$ cat src/rtl/hcd_pkg.sv
// Shared types, codes and a helper function of the hall call dispatcher.
`default_nettype none

package hcd_pkg;

    // Request kinds carried on the input tuser.
    localparam logic [1:0] REQ_ADD     = 2'd0;
    localparam logic [1:0] REQ_CLAIM   = 2'd1;
    localparam logic [1:0] REQ_UPDATE  = 2'd2;
    localparam logic [1:0] REQ_UNKNOWN = 2'd3;

    // Result status codes carried on the output tuser.
    localparam logic [1:0] ST_OK      = 2'd0;
    localparam logic [1:0] ST_NOREQ   = 2'd1;
    localparam logic [1:0] ST_ALLDONE = 2'd2;
    localparam logic [1:0] ST_EMPTY   = 2'd3;

    // Stream widths.
    localparam int USER_W     = 2;
    localparam int IN_DATA_W  = 24;
    localparam int OUT_DATA_W = 16;
    localparam int FLOOR_W    = 7;

    // Sequencer states, one-hot.
    typedef enum logic [4:0] {
        S_IDLE = 5'b00001,
        S_EXEC = 5'b00010,
        S_LOAD = 5'b00100,
        S_PICK = 5'b01000,
        S_FIN  = 5'b10000
    } hcd_state_t;

    // Commands from the sequencer to the datapath.
    typedef struct packed {
        logic load_in;
        logic exec_commit;
        logic requeue;
        logic load_cand;
        logic load_pick;
        logic search_commit;
    } hcd_cmd_t;

    // Status from the datapath to the sequencer.
    typedef struct packed {
        logic need_search;
        logic out_free;
    } hcd_stat_t;

    // A car at floor car can serve floor g within one move.
    function automatic logic hcd_reach(input logic [FLOOR_W-1:0] car, input logic dn,
                                       input logic stop, input logic [FLOOR_W-1:0] g);
        logic [FLOOR_W:0] c8;
        logic [FLOOR_W:0] g8;
        logic             r;
        c8 = {1'b0, car};
        g8 = {1'b0, g};
        if (stop)
        begin
            r = (c8 == g8) || (c8 + 1'b1 == g8) || (g8 + 1'b1 == c8);
        end
        else if (dn)
        begin
            r = (g8 + 1'b1 == c8);
        end
        else
        begin
            r = (c8 + 1'b1 == g8);
        end
        return r;
    endfunction

endpackage

`default_nettype wire

$ cat src/rtl/hall_call_dispatcher_core.sv
// Top level of the hall call dispatcher: sequencer plus datapath.
//
// Usage: one request beat enters on the s_ stream (kind in s_tuser), one result
// beat leaves on the m_ stream (status in m_tuser) for every request.
// Requests: add a hall call, claim a call, or update a car's target, which
// re-queues a reachable held claim and picks the next call in SCAN order.
// Timing: s_tready is high only while the sequencer is idle. Add, claim,
// invalid requests and updates that need no search commit their result from
// the execute state; updates that search step through execute, candidate
// load, priority encode and commit. A new request is accepted only once the
// sequencer is back in idle, so requests do not overlap.
// Reset clears all four call bitmaps and the result valid flag at once; no
// clearing pass is needed. If the receiver stalls, the result waits in the
// output register and the next request is still accepted; its result then
// waits in the sequencer until the output register frees.
`default_nettype none

module hall_call_dispatcher_core #(
    parameter int FLOORS = 32
) (
    input  wire logic                           clk,
    input  wire logic                           rst_n,
    input  wire logic                           s_tvalid,
    output logic                                s_tready,
    // s_tuser: req_type[1:0]
    input  wire logic [hcd_pkg::USER_W-1:0]     s_tuser,
    // s_tdata: floor[6:0], go_down[7], is_stopping[8], held_floor[15:9],
    //          held_down[16], sources_done[17], zero[23:18]
    input  wire logic [hcd_pkg::IN_DATA_W-1:0]  s_tdata,
    output logic                                m_tvalid,
    input  wire logic                           m_tready,
    // m_tuser: status[1:0]
    output logic [hcd_pkg::USER_W-1:0]          m_tuser,
    // m_tdata: pick_floor[6:0], pick_down[7], claimed[8], zero[15:9]
    output logic [hcd_pkg::OUT_DATA_W-1:0]      m_tdata
);
    import hcd_pkg::*;

    hcd_cmd_t  cmd;
    hcd_stat_t stat;

    // Sequencer.
    hcd_ctrl u_ctrl (
        .clk      (clk),
        .rst_n    (rst_n),
        .s_tvalid (s_tvalid),
        .s_tready (s_tready),
        .stat     (stat),
        .cmd      (cmd)
    );

    // Bitmaps, search and result register.
    hcd_datapath #(
        .FLOORS (FLOORS)
    ) u_datapath (
        .clk      (clk),
        .rst_n    (rst_n),
        .s_tuser  (s_tuser),
        .s_tdata  (s_tdata),
        .m_tvalid (m_tvalid),
        .m_tready (m_tready),
        .m_tuser  (m_tuser),
        .m_tdata  (m_tdata),
        .cmd      (cmd),
        .stat     (stat)
    );

endmodule

`default_nettype wire

$ cat src/rtl/hcd_ctrl.sv
// Sequencer of the hall call dispatcher: steps each request through its cycles.
`default_nettype none

module hcd_ctrl (
    input  wire logic              clk,
    input  wire logic              rst_n,
    input  wire logic              s_tvalid,
    output logic                   s_tready,
    input  wire hcd_pkg::hcd_stat_t stat,
    output hcd_pkg::hcd_cmd_t      cmd
);
    import hcd_pkg::*;

    hcd_state_t state_reg;
    hcd_state_t state_next;

    // Next state: short requests and updates with no search finish in execute once the output is free; others search.
    always_comb
    begin
        state_next = state_reg;
        case (state_reg)
            S_IDLE:
            begin
                if (s_tvalid)
                    state_next = S_EXEC;
            end
            S_EXEC:
            begin
                if (stat.need_search)
                    state_next = S_LOAD;
                else if (stat.out_free)
                    state_next = S_IDLE;
            end
            S_LOAD:  state_next = S_PICK;
            S_PICK:  state_next = S_FIN;
            S_FIN:
            begin
                if (stat.out_free)
                    state_next = S_IDLE;
            end
            default: state_next = S_IDLE;
        endcase
    end

    always_ff @(posedge clk or negedge rst_n)
    begin
        if (!rst_n)
            state_reg <= S_IDLE;
        else
            state_reg <= state_next;
    end

    // Commands to the datapath.
    assign s_tready          = (state_reg == S_IDLE);
    assign cmd.load_in       = s_tvalid && (state_reg == S_IDLE);
    assign cmd.exec_commit   = (state_reg == S_EXEC) && !stat.need_search && stat.out_free;
    assign cmd.requeue       = (state_reg == S_EXEC) && stat.need_search;
    assign cmd.load_cand     = (state_reg == S_LOAD);
    assign cmd.load_pick     = (state_reg == S_PICK);
    assign cmd.search_commit = (state_reg == S_FIN) && stat.out_free;

    // An accepted beat always goes to the execute cycle.
    a_accept_exec: assert property (@(posedge clk) disable iff (!rst_n)
        s_tvalid && s_tready |=> state_reg == S_EXEC)
        else $error("accepted beat did not enter execute");

    // The final search cycle is only reached from the encode cycle or by waiting.
    a_fin_order: assert property (@(posedge clk) disable iff (!rst_n)
        state_reg == S_FIN |-> $past(state_reg) == S_PICK || $past(state_reg) == S_FIN)
        else $error("search finish out of order");

endmodule

`default_nettype wire

$ cat src/rtl/hcd_datapath.sv
// Datapath of the hall call dispatcher: call bitmaps, SCAN search and result register.
`default_nettype none

module hcd_datapath #(
    parameter int FLOORS = 32
) (
    input  wire logic                           clk,
    input  wire logic                           rst_n,
    input  wire logic [hcd_pkg::USER_W-1:0]     s_tuser,
    input  wire logic [hcd_pkg::IN_DATA_W-1:0]  s_tdata,
    output logic                                m_tvalid,
    input  wire logic                           m_tready,
    output logic [hcd_pkg::USER_W-1:0]          m_tuser,
    output logic [hcd_pkg::OUT_DATA_W-1:0]      m_tdata,
    input  wire hcd_pkg::hcd_cmd_t              cmd,
    output hcd_pkg::hcd_stat_t                  stat
);
    import hcd_pkg::*;

    localparam int FW = $clog2(FLOORS);
    localparam int KW = 2 * FLOORS;
    localparam int IW = $clog2(KW);
    localparam logic [FLOOR_W-1:0] FLOORS_F = FLOOR_W'(FLOORS);

    // Captured request.
    logic [1:0]         req_reg;
    logic [FLOOR_W-1:0] floor_reg;
    logic               down_reg;
    logic               stop_reg;
    logic [FLOOR_W-1:0] held_reg;
    logic               held_dn_reg;
    logic               done_reg;

    // Call bitmaps, bit f-1 for floor f.
    logic [FLOORS-1:0] up_pend_reg, up_pend_next;
    logic [FLOORS-1:0] dn_pend_reg, dn_pend_next;
    logic [FLOORS-1:0] up_int_reg, up_int_next;
    logic [FLOORS-1:0] dn_int_reg, dn_int_next;

    // Search candidates in key order and the encoded pick.
    logic [KW-1:0]      cand_all_reg, cand_all_next;
    logic [KW-1:0]      cand_hit_reg, cand_hit_next;
    logic               pick_found_reg;
    logic [FLOOR_W-1:0] pick_floor_reg;
    logic               pick_down_reg;

    // Result register.
    logic               out_valid_reg;
    logic [1:0]         out_status_reg;
    logic [FLOOR_W-1:0] out_floor_reg;
    logic               out_down_reg;
    logic               out_claimed_reg;

    logic               floor_ok, held_ok, held_int, held_reach;
    logic               in_int, in_pend, pend_any, int_any;
    logic [FW-1:0]      fidx, hidx, pidx;
    logic [1:0]         ex_status;
    logic [FLOOR_W-1:0] ex_floor;
    logic               ex_down, ex_claimed, need_search;
    logic signed [8:0]  srch_key;
    logic signed [8:0]  car9;
    logic [KW-1:0]      sel;
    logic [IW-1:0]      enc_idx;
    logic [FLOOR_W:0]   enc_floor;
    logic               pick_adj;

    // Request capture.
    always_ff @(posedge clk)
    begin
        if (cmd.load_in)
        begin
            req_reg     <= s_tuser;
            floor_reg   <= s_tdata[6:0];
            down_reg    <= s_tdata[7];
            stop_reg    <= s_tdata[8];
            held_reg    <= s_tdata[15:9];
            held_dn_reg <= s_tdata[16];
            done_reg    <= s_tdata[17];
        end
    end

    // Lookups on the bitmaps for the request and the held target.
    assign floor_ok   = (floor_reg != '0) && (floor_reg <= FLOORS_F);
    assign held_ok    = (held_reg != '0) && (held_reg <= FLOORS_F);
    assign fidx       = FW'(floor_reg - 1'b1);
    assign hidx       = FW'(held_reg - 1'b1);
    assign pidx       = FW'(pick_floor_reg - 1'b1);
    assign in_int     = floor_ok && (down_reg ? dn_int_reg[fidx] : up_int_reg[fidx]);
    assign in_pend    = floor_ok && (down_reg ? dn_pend_reg[fidx] : up_pend_reg[fidx]);
    assign pend_any   = (|up_pend_reg) || (|dn_pend_reg);
    assign int_any    = (|up_int_reg) || (|dn_int_reg);
    assign held_int   = held_ok && (held_dn_reg ? dn_int_reg[hidx] : up_int_reg[hidx]);
    assign held_reach = hcd_reach(floor_reg, down_reg, stop_reg, held_reg);
    assign pick_adj   = hcd_reach(floor_reg, down_reg, stop_reg, pick_floor_reg);

    // Decision of the execute cycle.
    always_comb
    begin
        ex_status   = ST_OK;
        ex_floor    = '0;
        ex_down     = 1'b0;
        ex_claimed  = 1'b0;
        need_search = 1'b0;
        case (req_reg)
            REQ_ADD:
            begin
                if (!floor_ok)
                    ex_status = ST_NOREQ;
            end
            REQ_CLAIM:
            begin
                if (!floor_ok)
                begin
                    ex_status = ST_NOREQ;
                end
                else if (in_int || in_pend)
                begin
                    ex_floor   = floor_reg;
                    ex_down    = down_reg;
                    ex_claimed = 1'b1;
                end
            end
            REQ_UPDATE:
            begin
                if (done_reg && !pend_any && !int_any)
                begin
                    ex_status = ST_ALLDONE;
                end
                else if (held_int)
                begin
                    if (held_reach)
                    begin
                        need_search = 1'b1;
                    end
                    else
                    begin
                        ex_floor = held_reg;
                        ex_down  = held_dn_reg;
                    end
                end
                else if (stop_reg && !pend_any)
                begin
                    ex_status = ST_EMPTY;
                end
                else
                begin
                    need_search = 1'b1;
                end
            end
            default: ex_status = ST_NOREQ;
        endcase
    end

    // Bitmap updates at the commit points.
    always_comb
    begin
        up_pend_next = up_pend_reg;
        dn_pend_next = dn_pend_reg;
        up_int_next  = up_int_reg;
        dn_int_next  = dn_int_reg;
        if (cmd.exec_commit && floor_ok)
        begin
            if (req_reg == REQ_ADD)
            begin
                if (down_reg)
                    dn_pend_next[fidx] = 1'b1;
                else
                    up_pend_next[fidx] = 1'b1;
            end
            else if (req_reg == REQ_CLAIM)
            begin
                if (in_int)
                begin
                    if (down_reg)
                        dn_int_next[fidx] = 1'b0;
                    else
                        up_int_next[fidx] = 1'b0;
                end
                else if (down_reg)
                begin
                    dn_pend_next[fidx] = 1'b0;
                end
                else
                begin
                    up_pend_next[fidx] = 1'b0;
                end
            end
        end
        if (cmd.requeue && held_int && held_reach)
        begin
            if (held_dn_reg)
            begin
                dn_int_next[hidx]  = 1'b0;
                dn_pend_next[hidx] = 1'b1;
            end
            else
            begin
                up_int_next[hidx]  = 1'b0;
                up_pend_next[hidx] = 1'b1;
            end
        end
        // The pick leaves pending; it is claimed as intended unless served at once,
        // in which case any earlier claim on the same call is dropped too.
        if (cmd.search_commit && pick_found_reg)
        begin
            if (pick_down_reg)
            begin
                dn_pend_next[pidx] = 1'b0;
                dn_int_next[pidx]  = !pick_adj;
            end
            else
            begin
                up_pend_next[pidx] = 1'b0;
                up_int_next[pidx]  = !pick_adj;
            end
        end
    end

    always_ff @(posedge clk or negedge rst_n)
    begin
        if (!rst_n)
        begin
            up_pend_reg <= '0;
            dn_pend_reg <= '0;
            up_int_reg  <= '0;
            dn_int_reg  <= '0;
        end
        else
        begin
            up_pend_reg <= up_pend_next;
            dn_pend_reg <= dn_pend_next;
            up_int_reg  <= up_int_next;
            dn_int_reg  <= dn_int_next;
        end
    end

    // Signed search key: the car floor, or the next floor when moving, negated going down.
    assign car9 = signed'({2'b00, floor_reg});
    always_comb
    begin
        if (stop_reg)
            srch_key = down_reg ? -car9 : car9;
        else
            srch_key = down_reg ? (9'sd1 - car9) : (car9 + 9'sd1);
    end

    // Candidate vectors: down calls from the top floor, then up calls from the bottom.
    always_comb
    begin
        cand_all_next = '0;
        cand_hit_next = '0;
        for (int i = 0; i < FLOORS; i++)
        begin
            cand_all_next[i] = dn_pend_reg[FLOORS-1-i];
            cand_hit_next[i] = cand_all_next[i] && ((i - FLOORS) >= int'(srch_key));
        end
        for (int i = 0; i < FLOORS; i++)
        begin
            cand_all_next[FLOORS+i] = up_pend_reg[i];
            cand_hit_next[FLOORS+i] = cand_all_next[FLOORS+i] && ((i + 1) >= int'(srch_key));
        end
    end

    always_ff @(posedge clk)
    begin
        if (cmd.load_cand)
        begin
            cand_all_reg <= cand_all_next;
            cand_hit_reg <= cand_hit_next;
        end
    end

    // First candidate at or after the key, else the first candidate overall.
    assign sel = (|cand_hit_reg) ? cand_hit_reg : cand_all_reg;
    always_comb
    begin
        enc_idx = '0;
        for (int i = KW - 1; i >= 0; i--)
        begin
            if (sel[i])
                enc_idx = IW'(i);
        end
    end
    assign enc_floor = ({1'b0, enc_idx} < (IW+1)'(FLOORS))
                     ? ((FLOOR_W+1)'(FLOORS) - (FLOOR_W+1)'(enc_idx))
                     : ((FLOOR_W+1)'(enc_idx) - (FLOOR_W+1)'(FLOORS) + 1'b1);

    always_ff @(posedge clk)
    begin
        if (cmd.load_pick)
        begin
            pick_found_reg <= |sel;
            pick_floor_reg <= enc_floor[FLOOR_W-1:0];
            pick_down_reg  <= ({1'b0, enc_idx} < (IW+1)'(FLOORS));
        end
    end

    // Result register: takes a new result whenever the old one is gone or leaving.
    always_ff @(posedge clk or negedge rst_n)
    begin
        if (!rst_n)
            out_valid_reg <= 1'b0;
        else if (cmd.exec_commit || cmd.search_commit)
            out_valid_reg <= 1'b1;
        else if (m_tready)
            out_valid_reg <= 1'b0;
    end

    always_ff @(posedge clk)
    begin
        if (cmd.exec_commit)
        begin
            out_status_reg  <= ex_status;
            out_floor_reg   <= ex_floor;
            out_down_reg    <= ex_down;
            out_claimed_reg <= ex_claimed;
        end
        else if (cmd.search_commit)
        begin
            out_status_reg  <= pick_found_reg ? ST_OK : ST_NOREQ;
            out_floor_reg   <= pick_found_reg ? pick_floor_reg : '0;
            out_down_reg    <= pick_found_reg && pick_down_reg;
            out_claimed_reg <= pick_found_reg && pick_adj;
        end
    end

    assign stat.need_search = need_search;
    assign stat.out_free    = !out_valid_reg || m_tready;
    assign m_tvalid         = out_valid_reg;
    assign m_tuser          = out_status_reg;
    assign m_tdata          = {7'b0, out_claimed_reg, out_down_reg, out_floor_reg};

    // A result that is not ok carries no pick and no claim.
    a_noreq_empty: assert property (@(posedge clk) disable iff (!rst_n)
        m_tvalid && m_tuser != ST_OK |-> m_tdata[8:0] == '0)
        else $error("non-ok result carries a pick");

    // A result's floor never lies beyond the top floor.
    a_pick_range: assert property (@(posedge clk) disable iff (!rst_n)
        m_tvalid |-> m_tdata[6:0] <= FLOORS_F)
        else $error("pick floor beyond the building");

endmodule

`default_nettype wire

$ cat config.mk
export PLATFORM = sky130hd
export DESIGN_NAME = hall_call_dispatcher_core
export DESIGN_NICKNAME = d
export VERILOG_FILES = /design/src/rtl/hcd_pkg.sv /design/src/rtl/hall_call_dispatcher_core.sv /design/src/rtl/hcd_ctrl.sv /design/src/rtl/hcd_datapath.sv
export SDC_FILE = /design/constraint.sdc
export NUM_CORES = 1
export LEC_CHECK = 0
export BUFFER_PORTS_ARGS = -buffer_cell sky130_fd_sc_hd__buf_2
export CORE_ASPECT_RATIO = 1.25
export CORE_MARGIN = 5
export CORE_UTILIZATION = 50
export CTS_BUF_LIST = sky130_fd_sc_hd__clkbuf_4 sky130_fd_sc_hd__clkbuf_8
export DETAILED_ROUTE_END_ITERATION = 7
export GPL_ROUTABILITY_DRIVEN = 0
export PLACE_DENSITY_LB_ADDON = 0.05
export SLEW_MARGIN = 30
export SYNTH_ARGS = -nofsm -noshare
export SYNTH_HDL_FRONTEND = slang
export SYNTH_HIERARCHICAL = 1
export SYNTH_SLANG_ARGS = --single-unit
$ cat constraint.sdc
create_clock -name clk -period 15.7 [get_ports clk]
set_clock_uncertainty 0.15 [all_clocks]
set_input_delay 3.14 -clock clk [delete_from_list [all_inputs] [get_ports clk]]
set_output_delay 3.14 -clock clk [all_outputs]
set_load 0.01 [all_outputs]
Word level (Yosys, flattened, before mapping)
Cells that the tools add are included.
- bitwise gates (word level): 15
- reduce and logical (&&, ||, !) cells: 112
- $lt $le $gt $ge: 73
- $add $sub $neg: 12
- multiplexer cells: 175
- equality and inequality tests: 14
- operators by type and width (kind ; number):
    two-way mux 32 bit ; 38
    two-way mux 6 bit ; 64
    >= comparator 6 x 9 -> 1 bit, first input constant ; 32
    bitwise AND 32 bit ; 8
    >= comparator 5 x 9 -> 1 bit, first input constant ; 16
    bitwise OR 32 bit ; 4
    OR reduction 32 bit ; 4
    OR reduction 64 bit ; 2
    inverter 32 bit ; 3
    logical AND 1 bit ; 86
    >= comparator 4 x 9 -> 1 bit, first input constant ; 8
    bitwise mux 32 bit ; 2
    two-way mux 64 bit ; 1
    two-way mux 7 bit ; 9
    two-way mux 1 bit ; 37
    >= comparator 3 x 9 -> 1 bit, first input constant ; 4
    adder 7 x 1 -> 8 bit, second input constant ; 4
    == test 8 x 7 -> 1 bit ; 4
    binary-select mux 1 bit (select 5 bit) ; 6
    two-way mux 9 bit ; 3
    one-hot mux 5 bit (5 select lines) ; 1
    >= comparator 2 x 9 -> 1 bit, first input constant ; 2
    less-than comparator 5 x 6 -> 1 bit, second input constant ; 3
    demux 1 bit (select 5 bit) ; 3
    other kinds (31) ; 57
- input port bits: 30
- word-level logic and storage cells: 423
- bits in registers: 302
- output and inout port bits: 20

Depth between registers and ports, before layout
Gate-level depths: netlist of the first run.
- word-level depth: 69
- depth in mapped cells: 28
- gate-level depth less buffers: 19

Cells and area by module
Netlist of the first run, hierarchy kept.
- modules (own cells, without submodules) (module ; seq. area each (µm²) ; times used ; cells an instance ; area an instance (µm²)):
    hcd_datapath ; 8272.9 ; 1 ; 1991 ; 19035.8
    hcd_ctrl ; 126.4 ; 1 ; 38 ; 342.8

Worst setup path before layout of the first run
OpenSTA, ideal clock, no wires.
- path kind: register to register
- start point: register u_datapath.held_reg[0]
- end point: register u_datapath.dn_pend_reg[3]
- library setup time: 0.080 ns
- data required time: 15.470 ns
- buffers on the path: 9
- setup slack: 9.926 ns
- data arrival time: 5.544 ns
- period minus slack after synthesis: 5.774 ns
- stages on the path, launching flop included: 25
- path through: edfxtp_1 buf_4 buf_4 buf_4 inv_1 ha_1 clkbuf_1 xor2_1 mux4_2 nor2_1 or3_1 a2111oi_2 nand2b_1 and3_1 buf_4 nor4b_1 clkbuf_1 and3_1 clkbuf_1 and2_1 clkbuf_1 clkbuf_1 a21oi_1 a21oi_1 a2bb2oi_1
- RTL lines (element ; RTL line ; RTL):
    start, declared ; hcd_datapath.sv:30 ; logic [FLOOR_W-1:0] held_reg;
    start signal, assigned ; hcd_datapath.sv:76 ; held_reg <= s_tdata[15:9];
    end signal, assigned ; hcd_datapath.sv:231 ; dn_pend_reg <= dn_pend_next;
    end, declared ; hcd_datapath.sv:36 ; logic [FLOORS-1:0] dn_pend_reg, dn_pend_next;

==> impl_metrics.tcl, run 1 <==
set metrics [dict create \
    grt_usage 0.3420 \
    min_from "u_ctrl/state_reg[3]" \
    yosys_warnings 6 \
    boundaryPins 50 \
    ys_seq_elements 302 \
    final-hold-violation-count 0 \
    postCtsSetupRepairBufs 0 \
    clockRootBuffer "clkbuf_8" \
    fin_nets 2071 \
    clock_path_buffers 3 \
    grt_max_degree 80 \
    cp_max_fo 29 \
    ff2ff_setup_slack_ns 8.60 \
    vias 18010 \
    die_area_um2 42820 \
    slew-limit-headroom 0.2869 \
    vdd_drop_max_v 0.00008889 \
    yosysUniqueCellTypes 95 \
    yosysMostFrequentCell "nor2_1" \
    place_hpwl_um 52980 \
    tightest_slew_ns 1.070 \
    r2r-end "u_datapath/dn_pend_reg[28]" \
    hold_class "flip-flop to flip-flop" \
    comb_power_share 0.274 \
    dp_slack_ns 8.783 \
    antenna_found_initial 0 \
    critPathCaptureType "flip-flop" \
    fmax_mhz 140.8 \
    slew_violations 0 \
    grt_pass1_vias 17130 \
    die_x_um 186.1 \
    regToRegStartpoint "u_datapath/held_reg[0]" \
    setup_ws_ns 8.599 \
    wl_um 74800 \
    worst-path-buf-inv 4 \
    fin_crit_sh 0.4523 \
    ctsResizeCount 0 \
    syn2layout_area_growth_pct 7.716 \
    die_y_um 230.1 \
    async_flop_share 0.4437 \
    cpMostUsedCell "buf_4" \
    clk_pin_slew_ns 0.06 \
    cts_tree "done" \
    post_drt_wl_per_cell_um 29.41 \
    syn_area_um2 19380 \
    drc 0 \
    dr.pass1.iters 6 \
    drt_iter0_drc 2205 \
    min_period_ns 7.101 \
    seq_power_share 0.415 \
    reg2reg_depth 19 \
    io_buffers 36 \
    power.switching_mw 0.7977 \
    clock_latency_ns 0.63 \
    powerDensity_nw_per_um2 105.1 \
    grt_pass1_wl_um 109700 \
    initial_core_util 0.5068 \
    synth_edf_count 168 \
    synth-main-ff-cell "edfxtp_1" \
    cts_htree_levels 2 \
    tns_ns 0 \
    vias_per_cell 7.083 \
    drive_gt1_frac 0.1288 \
    crit_chain "buf_4 -> inv_1 -> ha_1 -> mux4_2 -> mux4_2 -> nor2_1 -> or3_1 -> a2111oi_2 -> nand2b_1 -> and3_1 -> nor4b_2 -> buf_4 -> and2_0 -> nand2_1 -> a21oi_1 -> buf_4 -> and2_1 -> a31oi_1 -> o22a_1" \
    yosysTopAreaCellShare 0.2603 \
    clock_power_share 0.310 \
    p_leak_nw 7.124 \
    syn_avg_cell_area_um2 9.551 \
    gr-total-overflow 0 \
    antenna_left 0 \
    maxCapViolCount 0 \
    multi_input_area_um2 10280 \
    synth_top_cell_by_area "edfxtp_1" \
    cp-start-kind "flip-flop" \
    nFillCells 3501 \
    cp_slowest_cell "ha_1" \
    hold_buffers 0 \
    netlist_top_cells_area "edfxtp_1 (26%), dfrtp_1 (17%), mux4_2 (5.7%)" \
    cts_inserted_buffers 50 \
    critPathRequiredTime_ns 16.04 \
    coreArea_um2 38240 \
    synthCells 2029 \
    arrival_ns 7.44 \
    p_int_mw 1.397 \
    cp_top_family "simple AND/OR/NAND/NOR gates" \
    yosys-top-cells-count "nor2_1 (242), edfxtp_1 (168), a21oi_1 (160)" \
    clock-sinks 302 \
    status "finished clean" \
    setup_viol 0 \
    hold_end "u_ctrl/state_reg[0]" \
    row_count 80 \
    yosysSeqAreaShare 0.4334 \
    whs_path_depth 1 \
    crit_type "flip-flop to flip-flop" \
    netSwitchingFraction 0.3634 \
    crit_path_max_incr_delay_ns 0.97 \
    layout.area.seq_um2 8399 \
    grt_setup_unrepaired "false" \
]
==> how the worst max path moves through the flow <==
stage                                 startpoint                         end  slack [ns]  cells after the start
final                     u_datapath/held_reg[0]  u_datapath/dn_pend_reg[28]        8.60                     19
after detailed placement  u_datapath/held_reg[0]  u_datapath/dn_pend_reg[24]        8.78                     19
after CTS                 u_datapath/held_reg[0]  u_datapath/dn_pend_reg[14]        8.74                     19
after global placement    u_datapath/held_reg[0]  u_datapath/dn_pend_reg[29]        8.86                     19
after global routing      u_datapath/held_reg[0]  u_datapath/dn_pend_reg[28]        8.30                     19
after floorplan           u_datapath/held_reg[0]   u_datapath/dn_pend_reg[3]        9.93                     24
==> logic make-up after synthesis <==
kind of cell	count (synthesis)	synth area share
simple gates	722	0.1839
compound gates	684	0.2379
flops	302	0.4334
buf+inv	182	0.04106
mux	63	0.06444
xor+xnor	52	0.02421
fa+ha+maj	23	0.01485
other cells	1	0.0001935
==> through the flow <==
step / power (mW) / cells / area, um2 / util / hold slack (ns)
final: 2.195 / 2543 / 20870 / 0.5459 / 0.4023
after global routing: 2.275 / 2542 / 20870 / 0.5458 / 0.4161
after CTS: 2.183 / 2542 / 20860 / 0.5455 / 0.3913
after detailed placement: 1.505 / 2458 / 19910 / 0.5208 / 0.3826
after global placement: 1.498 / 2457 / 19890 / 0.5202 / 0.3780
after floorplan: 1.277 / 2035 / 19400 / - / 0.3211
==> placed cells by master, fill, tap and decap left out, types with 9 or more instances in the layout <==
cell / instances
nor2_1: 241
edfxtp_1: 168
a21oi_1: 159
nand2_1: 149
dfrtp_1: 133
o21ai_0: 121
nor4_1: 64
o21a_1: 57
clkbuf_8: 54
mux4_2: 49
nand3_1: 44
nor3_1: 43
o22ai_1: 39
buf_4: 38
a31oi_1: 37
inv_1: 36
o32ai_1: 36
buf_2: 35
o221ai_1: 34
o22a_1: 32
xnor2_1: 31
o211ai_1: 31
and3_1: 28
nand4_1: 28
and2_1: 22
nor2b_1: 22
ha_1: 22
nand2b_1: 19
xor2_1: 19
a211oi_1: 19
clkbuf_4: 18
or2_2: 14
mux2i_1: 10
a211o_1: 9
a21o_1: 9
==> power by group through the flow <==
stage	Clock [mW]	Combinational, mW	Sequential (mW)
finish	0.681	0.602	0.911
floorplan	0	0.378	0.899
detailed placement	0	0.580	0.925
CTS	0.692	0.582	0.910
global placement	0	0.574	0.924
global route	0.731	0.630	0.914
==> metal layers <==
layer	routed length, um	vias to the layer above	global-route usage
met4	6793	0	0.2431
li1	-	7798	-
met1	27080	8663	0.4302
met3	7352	339	0.07098
met5	0	-	0
met2	33570	1213	0.5214
==> cell type report <==
cell class | count | area share
Multi-Input combinational cell | 1551 | 0.4925
Sequential cell | 302 | 0.4024
Clock buffer | 72 | 0.04208
Tap cell | 492 | 0.02949
Timing Repair Buffer | 76 | 0.02368
Inverter | 37 | 0.006653
Clock inverter | 12 | 0.003117
Antenna cell | 1 | 0.0001199
Power figures use the tool's default switching activity.
==> run 2, diff against run 1 <==
clock period = 6.9 ns   (was 15.7 ns; I/O delays follow)
==> impl_metrics.tcl, run 2 (same netlist as run 1, synthesis figures left out) <==
set metrics [dict create \
    status "finished clean" \
    grt_setup_unrepaired "false" \
    critPathRequiredTime_ns 7.24 \
    hold_buffers 0 \
    final_cell_area_um2 20990 \
    arrival_ns 6.77 \
    gr-total-overflow 0 \
    final_cell_mix "nor2_1 (241), edfxtp_1 (168), a21oi_1 (159)" \
    cts_tree "done" \
    vias 18300 \
    clk_pin_slew_ns 0.07 \
    fin_nets 2081 \
    final_core_util 0.5490 \
    layout.area.seq_um2 8399 \
    clock_path_buffers 3 \
    post_drt_wl_per_cell_um 29.48 \
    cp-start-kind "flip-flop" \
    powerDensity_nw_per_um2 239.6 \
    row_count 80 \
    maxCapViolCount 0 \
    hold_ws_ns 0.4033 \
    cp_max_fo 18 \
    clockRootBuffer "clkbuf_8" \
    grt_usage 0.3460 \
    tns_ns 0 \
    dp_cells 2469 \
    coreArea_um2 38240 \
    postCtsSetupRepairBufs 0 \
    p_leak_nw 7.206 \
    final-hold-violation-count 0 \
    die_area_um2 42820 \
    diodes 0 \
    place_hpwl_um 54370 \
    clock-sinks 302 \
    fin_crit_sh 0.9316 \
    cts_inserted_buffers 49 \
    fin_cells 2560 \
    comb_power_share 0.271 \
    initial_core_util 0.5068 \
    drt_iter0_drc 2197 \
    antenna_found_initial 0 \
    slew_violations 0 \
    grt_pass1_wl_um 111100 \
    syn2layout_area_growth_pct 8.323 \
    vias_per_cell 7.148 \
    die_y_um 230.1 \
    layout_commonest_cell "nor2_1" \
    die_x_um 186.1 \
    tightest_slew_ns 1.071 \
    cts_htree_levels 2 \
    p_int_mw 3.194 \
    multi_input_area_um2 10260 \
    drive_gt1_frac 0.1325 \
    drc 0 \
    grt_max_degree 87 \
    min_period_ns 6.428 \
    clock_latency_ns 0.64 \
    io_buffers 36 \
    clock_power_share 0.317 \
    grt_pass1_vias 17460 \
    seq_power_share 0.413 \
    netSwitchingFraction 0.3651 \
    setup_viol 0 \
    dr.pass1.iters 7 \
    power.switching_mw 1.836 \
    hold_class "flip-flop to flip-flop" \
    ctsResizeCount 0 \
    slew-limit-headroom 0.2676 \
    antenna_left 0 \
    fmax_mhz 155.6 \
    nFillCells 3488 \
    vdd_drop_max_v 0.0001909 \
    crit_type "flip-flop to flip-flop" \
    place_area_um2 20000 \
    wl_um 75480 \
    boundaryPins 50 \
    critPathCaptureType "flip-flop" \
]
## run 2: layout make-up
| type | count | share of cell area |
|---|---|---|
| repair buffers | 87 | 0.02813 |
| well taps | 492 | 0.02933 |
| inverters | 37 | 0.006616 |
| flip-flops and latches | 302 | 0.4001 |
| clock inverters | 20 | 0.005305 |
| clock buffers | 71 | 0.04149 |
| multi-input cells | 1551 | 0.4890 |
## run 2: worst paths after layout
check                                         endpoint  cells after the start  slack [ns]                       start
min in group asynchronous          u_datapath/m_tvalid                      1        0.66                       rst_n
max reg2reg                  u_datapath/dn_int_reg[11]                     15        0.47      u_datapath/held_reg[0]
max                          u_datapath/dn_int_reg[11]                     15        0.47      u_datapath/held_reg[0]
max in group asynchronous   u_datapath/up_pend_reg[21]                      2        4.68                       rst_n
min                        u_datapath/cand_all_reg[59]                      0        0.40  u_datapath/up_pend_reg[27]
min reg2reg                u_datapath/cand_all_reg[59]                      0        0.40  u_datapath/up_pend_reg[27]
## run 2: power groups by stage
stage	clock (mW)	combinational, mW	sequential (mW)
after floorplan	0	0.861	2.04
after global placement	0	1.31	2.10
after detailed placement	0	1.32	2.11
after CTS	1.61	1.32	2.07
after global routing	1.70	1.43	2.08
final	1.59	1.36	2.08
## run 2: per-stage QoR
| stage | power, mW | setup slack [ns] |
|---|---|---|
| after floorplan | 2.906 | 1.126 |
| after global placement | 3.413 | 0.7951 |
| after detailed placement | 3.427 | 0.7176 |
| after CTS | 5.007 | 0.7225 |
| after global routing | 5.214 | 0.1413 |
| final | 5.030 | 0.4721 |
## run 2: layer usage
metal  wire length (um)  global-route usage
met1              26580              0.4293
met3               7692             0.07113
met2              34470              0.5352
met4               6733              0.2449
met5                  0                   0
## run 2: worst max-delay path, cell delays in order, from the launching register on
cell       delay (ns)
edfxtp_1         0.65
inv_1            0.20
ha_1             0.69
mux4_2           0.33
mux4_2           0.26
nor2_1           0.04
or3_1            0.45
a2111oi_2        0.59
nand2b_1         0.14
and3_1           0.28
nor4b_2          0.40
and2_0           0.53
nand3_1          0.84
o31a_1           0.52
o21ai_0          0.07
o32ai_1          0.14
